==> config.mk <==
export PLATFORM = sky130hd
export DESIGN_NAME = spi_nor_flash_command_sequencer_top_flat
export DESIGN_NICKNAME = d
export VERILOG_FILES = /design/src/rtl/sfseq_pkg.sv /design/src/rtl/sfseq_in_if.sv /design/src/rtl/sfseq_out_if.sv /design/src/rtl/spi_nor_flash_command_sequencer_top.sv /design/src/flat_wrapper.sv
export SDC_FILE = /design/constraint.sdc
export NUM_CORES = 1
export LEC_CHECK = 0
export ABC_CLOCK_PERIOD_IN_PS = 6500
export BUFFER_PORTS_ARGS = -buffer_cell sky130_fd_sc_hd__buf_2
export CORE_ASPECT_RATIO = 0.6
export CORE_UTILIZATION = 50
export CTS_CLUSTER_DIAMETER = 120
export DETAILED_ROUTE_END_ITERATION = 12
export GPL_TIMING_DRIVEN = 1
export PLACE_DENSITY = 0.7
export SLEW_MARGIN = 20
export SYNTH_ARGS = -nofsm -noshare
export SYNTH_HDL_FRONTEND = slang
export SYNTH_SLANG_ARGS = --single-unit
==> constraint.sdc <==
create_clock -name clk_i -period 6.5 [get_ports clk_i]
set_input_delay 0.325 -clock clk_i [delete_from_list [all_inputs] [get_ports clk_i]]
set_output_delay 0.325 -clock clk_i [all_outputs]
set_load 0.1 [all_outputs]
==> src/rtl/sfseq_pkg.sv <==
`timescale 1ns / 1ps
// Shared types and codes for the SPI NOR flash command sequencer.
// No dependencies; used by the interfaces, the top level and the checker.
package sfseq_pkg;

  // configuration port
  localparam int unsigned CFG_W = 16;
  localparam logic CFG_BUSY_TIMEOUT = 1'b0;
  localparam logic CFG_WEL_RETRY    = 1'b1;

  // request opcodes
  localparam logic [2:0] OP_READ   = 3'd0;
  localparam logic [2:0] OP_WRITE  = 3'd1;
  localparam logic [2:0] OP_SECTOR = 3'd2;
  localparam logic [2:0] OP_CHIP   = 3'd3;
  localparam logic [2:0] OP_RX     = 3'd4;
  localparam logic [2:0] OP_HOST   = 3'd5;
  localparam logic [2:0] OP_TICK   = 3'd6;

  // request kinds
  localparam logic [1:0] RK_READ   = 2'd0;
  localparam logic [1:0] RK_WRITE  = 2'd1;
  localparam logic [1:0] RK_SECTOR = 2'd2;
  localparam logic [1:0] RK_CHIP   = 2'd3;

  // result kinds
  localparam logic [1:0] KIND_SPI  = 2'd0;
  localparam logic [1:0] KIND_RD   = 2'd1;
  localparam logic [1:0] KIND_WANT = 2'd2;
  localparam logic [1:0] KIND_DONE = 2'd3;

  // completion status
  localparam logic [2:0] ST_OK      = 3'd0;
  localparam logic [2:0] ST_INVALID = 3'd1;
  localparam logic [2:0] ST_RANGE   = 3'd2;
  localparam logic [2:0] ST_WEL     = 3'd3;
  localparam logic [2:0] ST_TIMEOUT = 3'd4;

  // flash commands
  localparam logic [7:0] CMD_WREN  = 8'h06;
  localparam logic [7:0] CMD_RDSR  = 8'h05;
  localparam logic [7:0] CMD_PP    = 8'h02;
  localparam logic [7:0] CMD_READ  = 8'h03;
  localparam logic [7:0] CMD_SE    = 8'h20;
  localparam logic [7:0] CMD_CE    = 8'hC7;
  localparam logic [7:0] DUMMY     = 8'hFF;

  // status register bits
  localparam int unsigned SR_BUSY = 0;
  localparam int unsigned SR_WEL  = 1;

  typedef struct packed {
    logic [2:0]  opcode;
    logic [23:0] address;
    logic [22:0] length;
    logic [7:0]  data_byte;
  } in_item_t;

  typedef struct packed {
    logic [1:0] kind;
    logic [7:0] spi_byte;
    logic       frame_start;
    logic       frame_end;
    logic [7:0] host_byte;
    logic [2:0] status;
    logic       last;
  } out_item_t;

endpackage

==> src/rtl/sfseq_in_if.sv <==
`timescale 1ns / 1ps
// Request channel: valid/ready handshake carrying one input transaction.
// Depends on sfseq_pkg.
interface sfseq_in_if;
  import sfseq_pkg::*;

  logic     valid;
  logic     ready;
  in_item_t payload;

  modport source (output valid, output payload, input ready);
  modport sink   (input valid, input payload, output ready);
endinterface

==> src/rtl/sfseq_out_if.sv <==
`timescale 1ns / 1ps
// Result channel: valid/ready handshake carrying one result transaction.
// Depends on sfseq_pkg.
interface sfseq_out_if;
  import sfseq_pkg::*;

  logic      valid;
  logic      ready;
  out_item_t payload;

  modport source (output valid, output payload, input ready);
  modport sink   (input valid, input payload, output ready);
endinterface

==> src/rtl/spi_nor_flash_command_sequencer_top.sv <==
`timescale 1ns / 1ps
// SPI NOR flash command sequencer, top level.
// Depends on sfseq_pkg, sfseq_in_if and sfseq_out_if.

// One request transaction is taken per clock: the sequencer state and all
// results of a transaction are computed in the cycle it is accepted and
// written into a four-entry result queue. Most transactions give one result;
// a received read-data byte gives two (host byte, then the next dummy byte
// or the completion), so sustained throughput is one transaction per cycle
// as long as the result side takes one result per cycle, while the read data
// phase is bound by the result side. The request side is
// ready whenever the result queue holds at most two entries. Every SPI byte
// sent must be answered by a received-byte transaction before the sequence
// moves on; ticks are one-millisecond strobes. PAGE_BYTES must be a power
// of two.
module spi_nor_flash_command_sequencer_top #(
  parameter int unsigned PAGE_BYTES  = 256,
  parameter int unsigned FLASH_BYTES = 4194304
) (
  input  logic                      clk_i,
  input  logic                      rst_ni,
  input  logic                      cfg_we_i,
  input  logic                      cfg_idx_i,
  input  logic [sfseq_pkg::CFG_W-1:0] cfg_wdata_i,
  sfseq_in_if.sink                  req_i,
  sfseq_out_if.source               rsp_o
);
  import sfseq_pkg::*;

  localparam int unsigned OW = $clog2(PAGE_BYTES);
  localparam int unsigned CW = $clog2(PAGE_BYTES + 1);
  localparam logic [24:0] FlashEnd = 25'(FLASH_BYTES);
  localparam logic [CW-1:0] PageSize = CW'(PAGE_BYTES);

  // sequencer phases
  localparam logic [3:0] PH_IDLE      = 4'd0;
  localparam logic [3:0] PH_WEN_CMD   = 4'd1;
  localparam logic [3:0] PH_WEN_RDSR  = 4'd2;
  localparam logic [3:0] PH_WEN_STAT  = 4'd3;
  localparam logic [3:0] PH_WEN_WAIT  = 4'd4;
  localparam logic [3:0] PH_HDR       = 4'd5;
  localparam logic [3:0] PH_RD_DATA   = 4'd6;
  localparam logic [3:0] PH_WR_NEED   = 4'd7;
  localparam logic [3:0] PH_WR_DATA   = 4'd8;
  localparam logic [3:0] PH_POLL_CMD  = 4'd9;
  localparam logic [3:0] PH_POLL_STAT = 4'd10;
  localparam logic [3:0] PH_POLL_WAIT = 4'd11;

  function automatic out_item_t spi_res(logic [7:0] b, logic fs, logic fe);
    out_item_t r;
    r = '0;
    r.kind = KIND_SPI;
    r.spi_byte = b;
    r.frame_start = fs;
    r.frame_end = fe;
    return r;
  endfunction

  function automatic out_item_t done_res(logic [2:0] st);
    out_item_t r;
    r = '0;
    r.kind = KIND_DONE;
    r.status = st;
    return r;
  endfunction

  function automatic out_item_t host_res(logic [7:0] d);
    out_item_t r;
    r = '0;
    r.kind = KIND_RD;
    r.host_byte = d;
    return r;
  endfunction

  function automatic out_item_t want_res();
    out_item_t r;
    r = '0;
    r.kind = KIND_WANT;
    return r;
  endfunction

  function automatic logic [7:0] header_cmd(logic [1:0] rk);
    logic [7:0] c;
    unique case (rk)
      RK_READ:  c = CMD_READ;
      RK_WRITE: c = CMD_PP;
      RK_SECTOR: c = CMD_SE;
      default:  c = CMD_CE;
    endcase
    return c;
  endfunction

  // configuration registers
  logic [15:0] busy_timeout_q;
  logic [3:0]  wel_limit_q;

  // sequencer state
  logic [3:0]    phase_q, phase_d;
  logic [1:0]    rkind_q, rkind_d;
  logic [23:0]   addr_q, addr_d;
  logic [22:0]   bytes_q, bytes_d;
  logic [CW-1:0] chunk_q, chunk_d;
  logic [1:0]    hdr_q, hdr_d;
  logic [3:0]    retry_q, retry_d;
  logic [15:0]   poll_q, poll_d;

  // result queue
  out_item_t fifo_q [4];
  logic [1:0] wptr_q, rptr_q;
  logic [2:0] cnt_q;

  logic      accept;
  logic      pop;
  out_item_t res0, res1;
  logic [1:0] nres;

  // chunk size for a new page chunk
  logic [23:0]   ck_addr;
  logic [22:0]   ck_bytes;
  logic [CW-1:0] ck_room;
  logic [CW-1:0] ck_size;

  assign accept = req_i.valid && req_i.ready;
  assign pop    = rsp_o.valid && rsp_o.ready;
  assign req_i.ready   = (cnt_q <= 3'd2);
  assign rsp_o.valid   = (cnt_q != 3'd0);
  assign rsp_o.payload = fifo_q[rptr_q];

  // configuration writes
  always_ff @(posedge clk_i or negedge rst_ni) begin
    if (!rst_ni) begin
      busy_timeout_q <= 16'd500;
      wel_limit_q    <= 4'd3;
    end else if (cfg_we_i) begin
      unique case (cfg_idx_i)
        CFG_BUSY_TIMEOUT: busy_timeout_q <= cfg_wdata_i[15:0];
        CFG_WEL_RETRY:    wel_limit_q    <= cfg_wdata_i[3:0];
        default: ;
      endcase
    end
  end

  // first chunk of a write comes from the request, later ones from state
  always_comb begin
    if (phase_q == PH_IDLE) begin
      ck_addr  = req_i.payload.address;
      ck_bytes = req_i.payload.length;
    end else begin
      ck_addr  = addr_q;
      ck_bytes = bytes_q;
    end
    ck_room = PageSize - CW'(ck_addr[OW-1:0]);
    if (23'(ck_room) > ck_bytes) begin
      ck_size = CW'(ck_bytes);
    end else begin
      ck_size = ck_room;
    end
  end

  // next state and results of one transaction
  always_comb begin
    logic [1:0]  hdr_n;
    logic [7:0]  hbyte;
    logic [22:0] bytes_n;
    logic [15:0] poll_n;
    logic [24:0] end_addr;

    phase_d = phase_q;
    rkind_d = rkind_q;
    addr_d  = addr_q;
    bytes_d = bytes_q;
    chunk_d = chunk_q;
    hdr_d   = hdr_q;
    retry_d = retry_q;
    poll_d  = poll_q;
    res0 = '0;
    res1 = '0;
    nres = 2'd0;
    hdr_n = hdr_q + 2'd1;
    bytes_n = bytes_q - 23'(bytes_q != '0);
    poll_n = poll_q + 16'd1;
    end_addr = {1'b0, req_i.payload.address} + {2'b0, req_i.payload.length};
    unique case (hdr_n)
      2'd1:    hbyte = addr_q[23:16];
      2'd2:    hbyte = addr_q[15:8];
      default: hbyte = addr_q[7:0];
    endcase

    if (accept) begin
      priority if (req_i.payload.opcode <= OP_CHIP) begin
        nres = 2'd1;
        if (phase_q != PH_IDLE) begin
          res0 = done_res(ST_TIMEOUT);
        end else begin
          rkind_d = req_i.payload.opcode[1:0];
          addr_d  = req_i.payload.address;
          bytes_d = '0;
          chunk_d = '0;
          hdr_d   = '0;
          retry_d = '0;
          poll_d  = '0;
          if (req_i.payload.opcode == OP_SECTOR || req_i.payload.opcode == OP_CHIP) begin
            res0 = spi_res(CMD_WREN, 1'b1, 1'b1);
            phase_d = PH_WEN_CMD;
          end else if (req_i.payload.length == '0) begin
            res0 = done_res(ST_INVALID);
          end else if (end_addr > FlashEnd) begin
            res0 = done_res(ST_RANGE);
          end else begin
            bytes_d = req_i.payload.length;
            if (req_i.payload.opcode == OP_READ) begin
              res0 = spi_res(CMD_READ, 1'b1, 1'b0);
              phase_d = PH_HDR;
            end else begin
              chunk_d = ck_size;
              res0 = spi_res(CMD_WREN, 1'b1, 1'b1);
              phase_d = PH_WEN_CMD;
            end
          end
        end
      end else if (req_i.payload.opcode == OP_RX) begin
        unique case (phase_q)
          PH_WEN_CMD: begin
            nres = 2'd1;
            res0 = spi_res(CMD_RDSR, 1'b1, 1'b0);
            phase_d = PH_WEN_RDSR;
          end
          PH_WEN_RDSR: begin
            nres = 2'd1;
            res0 = spi_res(DUMMY, 1'b0, 1'b1);
            phase_d = PH_WEN_STAT;
          end
          PH_WEN_STAT: begin
            if (req_i.payload.data_byte[SR_WEL]) begin
              // write enable latched: start the command header
              nres = 2'd1;
              phase_d = PH_HDR;
              res0 = spi_res(header_cmd(rkind_q), 1'b1, rkind_q == RK_CHIP);
              hdr_d = (rkind_q == RK_CHIP) ? 2'd3 : 2'd0;
            end else begin
              retry_d = retry_q + 4'd1;
              phase_d = PH_WEN_WAIT;
            end
          end
          PH_HDR: begin
            nres = 2'd1;
            if (hdr_q != 2'd3) begin
              hdr_d = hdr_n;
              res0 = spi_res(hbyte, 1'b0, hdr_n == 2'd3 && rkind_q == RK_SECTOR);
            end else if (rkind_q == RK_READ) begin
              res0 = spi_res(DUMMY, 1'b0, bytes_q == 23'd1);
              phase_d = PH_RD_DATA;
            end else if (rkind_q == RK_WRITE) begin
              res0 = want_res();
              phase_d = PH_WR_NEED;
            end else begin
              poll_d = '0;
              res0 = spi_res(CMD_RDSR, 1'b1, 1'b0);
              phase_d = PH_POLL_CMD;
            end
          end
          PH_RD_DATA: begin
            nres = 2'd2;
            res0 = host_res(req_i.payload.data_byte);
            bytes_d = bytes_n;
            addr_d = addr_q + 24'd1;
            if (bytes_n != '0) begin
              res1 = spi_res(DUMMY, 1'b0, bytes_n == 23'd1);
            end else begin
              res1 = done_res(ST_OK);
              phase_d = PH_IDLE;
            end
          end
          PH_WR_DATA: begin
            nres = 2'd1;
            if (chunk_q != '0) begin
              res0 = want_res();
              phase_d = PH_WR_NEED;
            end else begin
              poll_d = '0;
              res0 = spi_res(CMD_RDSR, 1'b1, 1'b0);
              phase_d = PH_POLL_CMD;
            end
          end
          PH_POLL_CMD: begin
            nres = 2'd1;
            res0 = spi_res(DUMMY, 1'b0, 1'b1);
            phase_d = PH_POLL_STAT;
          end
          PH_POLL_STAT: begin
            if (!req_i.payload.data_byte[SR_BUSY]) begin
              nres = 2'd1;
              if (rkind_q == RK_WRITE && bytes_q != '0) begin
                // next page chunk
                chunk_d = ck_size;
                retry_d = '0;
                res0 = spi_res(CMD_WREN, 1'b1, 1'b1);
                phase_d = PH_WEN_CMD;
              end else begin
                res0 = done_res(ST_OK);
                phase_d = PH_IDLE;
              end
            end else begin
              phase_d = PH_POLL_WAIT;
            end
          end
          default: ;
        endcase
      end else if (req_i.payload.opcode == OP_HOST) begin
        if (phase_q == PH_WR_NEED) begin
          nres = 2'd1;
          res0 = spi_res(req_i.payload.data_byte, 1'b0, chunk_q == CW'(1));
          chunk_d = chunk_q - CW'(chunk_q != '0);
          bytes_d = bytes_n;
          addr_d = addr_q + 24'd1;
          phase_d = PH_WR_DATA;
        end
      end else if (req_i.payload.opcode == OP_TICK) begin
        if (phase_q == PH_WEN_WAIT) begin
          nres = 2'd1;
          if (retry_q >= wel_limit_q) begin
            res0 = done_res(ST_WEL);
            phase_d = PH_IDLE;
          end else begin
            res0 = spi_res(CMD_WREN, 1'b1, 1'b1);
            phase_d = PH_WEN_CMD;
          end
        end else if (phase_q == PH_POLL_WAIT) begin
          nres = 2'd1;
          poll_d = poll_n;
          if (poll_n >= busy_timeout_q) begin
            res0 = done_res(ST_TIMEOUT);
            phase_d = PH_IDLE;
          end else begin
            res0 = spi_res(CMD_RDSR, 1'b1, 1'b0);
            phase_d = PH_POLL_CMD;
          end
        end
      end else begin
        nres = 2'd0;
      end
    end

    // mark the final result of this transaction
    if (nres == 2'd2) begin
      res1.last = 1'b1;
    end else begin
      res0.last = 1'b1;
    end
  end

  // sequencer state registers
  always_ff @(posedge clk_i or negedge rst_ni) begin
    if (!rst_ni) begin
      phase_q <= PH_IDLE;
      rkind_q <= '0;
      addr_q  <= '0;
      bytes_q <= '0;
      chunk_q <= '0;
      hdr_q   <= '0;
      retry_q <= '0;
      poll_q  <= '0;
    end else begin
      phase_q <= phase_d;
      rkind_q <= rkind_d;
      addr_q  <= addr_d;
      bytes_q <= bytes_d;
      chunk_q <= chunk_d;
      hdr_q   <= hdr_d;
      retry_q <= retry_d;
      poll_q  <= poll_d;
    end
  end

  // result queue storage
  always_ff @(posedge clk_i) begin
    if (nres != 2'd0) begin
      fifo_q[wptr_q] <= res0;
    end
    if (nres == 2'd2) begin
      fifo_q[wptr_q + 2'd1] <= res1;
    end
  end

  // result queue pointers
  always_ff @(posedge clk_i or negedge rst_ni) begin
    if (!rst_ni) begin
      wptr_q <= '0;
      rptr_q <= '0;
      cnt_q  <= '0;
    end else begin
      wptr_q <= wptr_q + nres;
      rptr_q <= rptr_q + 2'(pop);
      cnt_q  <= cnt_q + 3'(nres) - 3'(pop);
    end
  end

endmodule

==> src/flat_wrapper.sv <==
// flat-port wrapper written by rule: the top's interface ports become plain ports
module spi_nor_flash_command_sequencer_top_flat import sfseq_pkg::*;
#(
  parameter int unsigned PAGE_BYTES  = 256,
  parameter int unsigned FLASH_BYTES = 4194304
)
  (clk_i, rst_ni, cfg_we_i, cfg_idx_i, cfg_wdata_i, req_i_valid, req_i_payload, req_i_ready, rsp_o_valid, rsp_o_payload, rsp_o_ready);
  sfseq_in_if req_i_i ();
  sfseq_out_if rsp_o_i ();
  input  logic clk_i;
  input  logic rst_ni;
  input  logic cfg_we_i;
  input  logic cfg_idx_i;
  input  logic [sfseq_pkg::CFG_W-1:0] cfg_wdata_i;
  input wire logic [$bits(req_i_i.valid)-1:0] req_i_valid;
  input wire logic [$bits(req_i_i.payload)-1:0] req_i_payload;
  output wire logic [$bits(req_i_i.ready)-1:0] req_i_ready;
  output wire logic [$bits(rsp_o_i.valid)-1:0] rsp_o_valid;
  output wire logic [$bits(rsp_o_i.payload)-1:0] rsp_o_payload;
  input wire logic [$bits(rsp_o_i.ready)-1:0] rsp_o_ready;
  assign req_i_i.valid = req_i_valid;
  assign req_i_i.payload = req_i_payload;
  assign req_i_ready = req_i_i.ready;
  assign rsp_o_valid = rsp_o_i.valid;
  assign rsp_o_payload = rsp_o_i.payload;
  assign rsp_o_i.ready = rsp_o_ready;
  spi_nor_flash_command_sequencer_top #(.PAGE_BYTES(PAGE_BYTES), .FLASH_BYTES(FLASH_BYTES)) u_core (.clk_i(clk_i), .rst_ni(rst_ni), .cfg_we_i(cfg_we_i), .cfg_idx_i(cfg_idx_i), .cfg_wdata_i(cfg_wdata_i), .req_i(req_i_i), .rsp_o(rsp_o_i));
endmodule
==> metrics.txt <==
maximum number of pins on one net before global-route repair 58; first-pass GRT wire length 72,660 microns; Final setup viols 0; vias per cell between 6 and 7; CTS clk-pin slew, worst paths 0.06 ns; worst hold path class in2reg; total CTS buffers 21; Core ar. approximately 28,000 sq um; status finished with violations; top-count cell post-synth o21ai_0; Post-synth top flop dfrtp_1; Slew headroom 31.98%; Critical-path top delay cell and4_1; CP delay by family, top simple AND/OR/NAND/NOR gates; Distinct cells, synth 90; Sequential cell area between 5000 and 6000 sq um; area delta synth->final 10.82%; DRC Markers 2; register area share after synthesis between 30% and 40%; pwr dens ~370 nW/um^2; Routed Antenna Nets 0; Final WS setup 1.260 ns; H-tree depth 1; post-synthesis compound-gate area fraction approximately 25%; share of cells above drive strength 1 between 10% and 20%; Nets 1,847; n_diodes 0; Worst-Margin Slew approximately 1 ns; max_cap viols 0; multi-input logic area between 8000 and 9000 sq um; Leak Pwr 6.319 nW; slowest stage delay, CP 0.51 ns; XOR/XNOR Fraction of Synth Area around 2.6%; pre-CTS WS between 1 and 1.5 ns; Area contributors post-synth dfrtp_1, edfxtp_1, dfxtp_1; WHS between 0.01 and 0.015 ns; worst hold start cfg_wdata_i[15]; Worst-Skew Late Latency around 0.54 ns; share of synthesized flip-flops with an asynchronous set or reset between 50% and 60%; max frequency between 150 and 200 MHz; combinational family with the most area after synthesis compound AO/OA/AOI/OAI gates; Finished Layout Cells 2,073; Starting Density between 50 and 60%; synth cell count leaders o21ai_0, nand2_1, a21oi_1, nor2_1, dfrtp_1; worst path cell trace or3_1 -> nor2_1 -> nand4_1 -> ha_1 -> ha_1 -> nand2b_1 -> nor3_1 -> nor4_1 -> o21ai_0 -> a22oi_1 -> and4_1 -> nand2_1 -> a21oi_2 -> nor3b_2 -> mux2_1; Crit. Startpoint u_core.bytes_q[3]$_DFFE_PN0P_; crit-path max FO 12; initial antenna violation count 0; critical path endpoint category register; vias in the first global route ~12,000; WL final 46,620 microns; area leader, netlist dfrtp_1; failing checks DRC; top-level I/O count 106; Post-synth EDFFs between 40 and 50; Worst Skew 0.02400 ns; CP Launch Type register; post-synthesis simple-gate area fraction between 15 and 20%; vias post-DR between 10,000 and 15,000; Clk Tree Root Cell clkbuf_16; Gate Count Post-Synth between 1,500 and 2,000; adder-cell share of the synthesized area under 10%; num rows 47; Final GP Congestion about 1.0; HPWL after detailed placement roughly 35,000 microns; share of the synthesized area in the top cell type a little under a fifth; Die W roughly 220 microns; RR Startpoint u_core.bytes_q[3]$_DFFE_PN0P_; synthesized cell area between 10,000 and 15,000 sq um; Top cell by count, worst path ha_1; Tot GR Track Use between 30% and 40%; TritonRoute pass-1 iters 9; I/O Buffers approximately 110; wire per inst 22.49 microns; number of synthesis warnings 0; Tmin final between 5 and 6 ns; RSZ-0062 raised after global routing false; fill cell count ~2,600; clk buf depth 3; Net Count, Synth about 1,800; syn_area_per_cell roughly 8.7 sq um; Worst Path Arrival about 5.6 ns; CP required ~7 ns; total global routing overflow 0; kind of critical path reg2reg; Yosys reg bits 207; Sink Count between 200 and 250; mux cell area share after synthesis ~6%; die area 29,140 sq um; CTS tree yes; final hold viol count 0; max-slew violations 0; Crit path buffers/inverters 0; setup TNS 0 ns; placed insts 2,031; fin crit share around four fifths; peak supply drop between 0.2 and 0.25 mV; First DRT Iteration DRCs about 1,700; DIE HEIGHT roughly 130 microns
logic make-up (layout without fill, tap and decap cells):
| kind of cell | count (synthesis) | after routing |
|---|---|---|
| AOI/OAI and AO/OA | 566 | 566 |
| xor gates and xnor gates | 43 | 43 |
| adders and majority gates | 76 | 76 |
| buffers and inverters | 161 | 230 |
| DFF | 207 | 207 |
| muxes | 52 | 52 |
| and+or+nand+nor | 532 | 532 |
through the flow:
| stage | area (sq um) | utilization, % | total power [mW] |
|---|---|---|---|
| after detailed placement | 14990 | 54.01 | 4.453 |
| after CTS | 15760 | 56.77 | 5.776 |
| final | 15760 | 56.77 | 5.817 |
| after global routing | 15760 | 56.77 | 6.144 |
| after floorplan | 14220 | - | 3.773 |
| after global placement | 14980 | 53.98 | 4.420 |
routing by layer:
metal  global-route usage, %  up-vias  part of all wire, %
met5                       0        -                    0
met4                   4.674        0                  1.2
met1                   54.05     6501                   50
met2                   41.32      665                   38
li1                        -     6238                    -
met3                   7.379       43                   11
power breakdown:
part / internal [mW] / leakage, nW / switching [mW]
Combinational: 0.898 / 3.78 / 1.77
Sequential: 1.54 / 2.19 / 0.298
Clock: 0.751 / 0.346 / 0.561
sequential cells by signal, indices dropped and copies added, names as in the netlist:
signal	flops
u_core.addr_q	24
u_core.busy_timeout_q	16
u_core.bytes_q	23
u_core.chunk_q	9
u_core.cnt_q	3
u_core.fifo_q	96
u_core.hdr_q	2
u_core.phase_q	4
u_core.poll_q	16
u_core.retry_q	4
u_core.rkind_q	2
u_core.rptr_q	2
u_core.wel_limit_q	4
u_core.wptr_q	2
final timing paths:
path | end | slack (ns) | depth (start not counted)
max in group asynchronous | u_core.bytes_q[5]$_DFFE_PN0P_ | 4.84 | 3
min | u_core.busy_timeout_q[15]$_DFFE_PN0P_ | 0.01 | 3
min in group asynchronous | u_core.addr_q[19]$_DFFE_PN0P_ | 0.39 | 2
min reg2reg | u_core.fifo_q[2][2]$_SDFFE_PP0P_ | 0.47 | 2
max | u_core.phase_q[2]$_DFFE_PN0P_ | 1.26 | 15
max reg2reg | u_core.phase_q[2]$_DFFE_PN0P_ | 1.26 | 15
worst reg2reg max path, delay by kind of cell, from the launching register on:
family	cells	cell delay, ns
AND/OR/NAND/NOR	9	2.99
AO/OA/AOI/OAI	3	0.68
adder cells (fa/ha/maj)	2	0.59
flip-flops	1	0.50
multiplexers	1	0.36
layout make-up:
class	count	area share, %
repair buffers	131	4.653
inverters	61	1.453
clock inverters	14	0.9926
well taps	367	2.914
flip-flops and latches	207	32.95
clock buffers	24	3.605
multi-input cells	1269	53.43
cell usage in the layout (no fill, tap or decap), types with 24 or more instances in the layout:
cell,count
ha_1,74
nor2_1,113
o31ai_1,26
buf_2,104
a22o_1,47
dfrtp_1,102
inv_1,58
nand3_1,61
edfxtp_1,48
dfxtp_1,48
o22ai_1,27
mux4_2,24
o21ai_0,172
nand2_1,154
xnor2_1,24
a21o_1,33
a21oi_1,128
nor3_1,51
timing repair:
action | CTS | global route
hold buffers | 4 | 0
gates resized for setup | 0 | 0
buffers inserted | 0 | 0
endpoints found under the hold margin | 50 | 0
(Power assumes the default switching activity.)
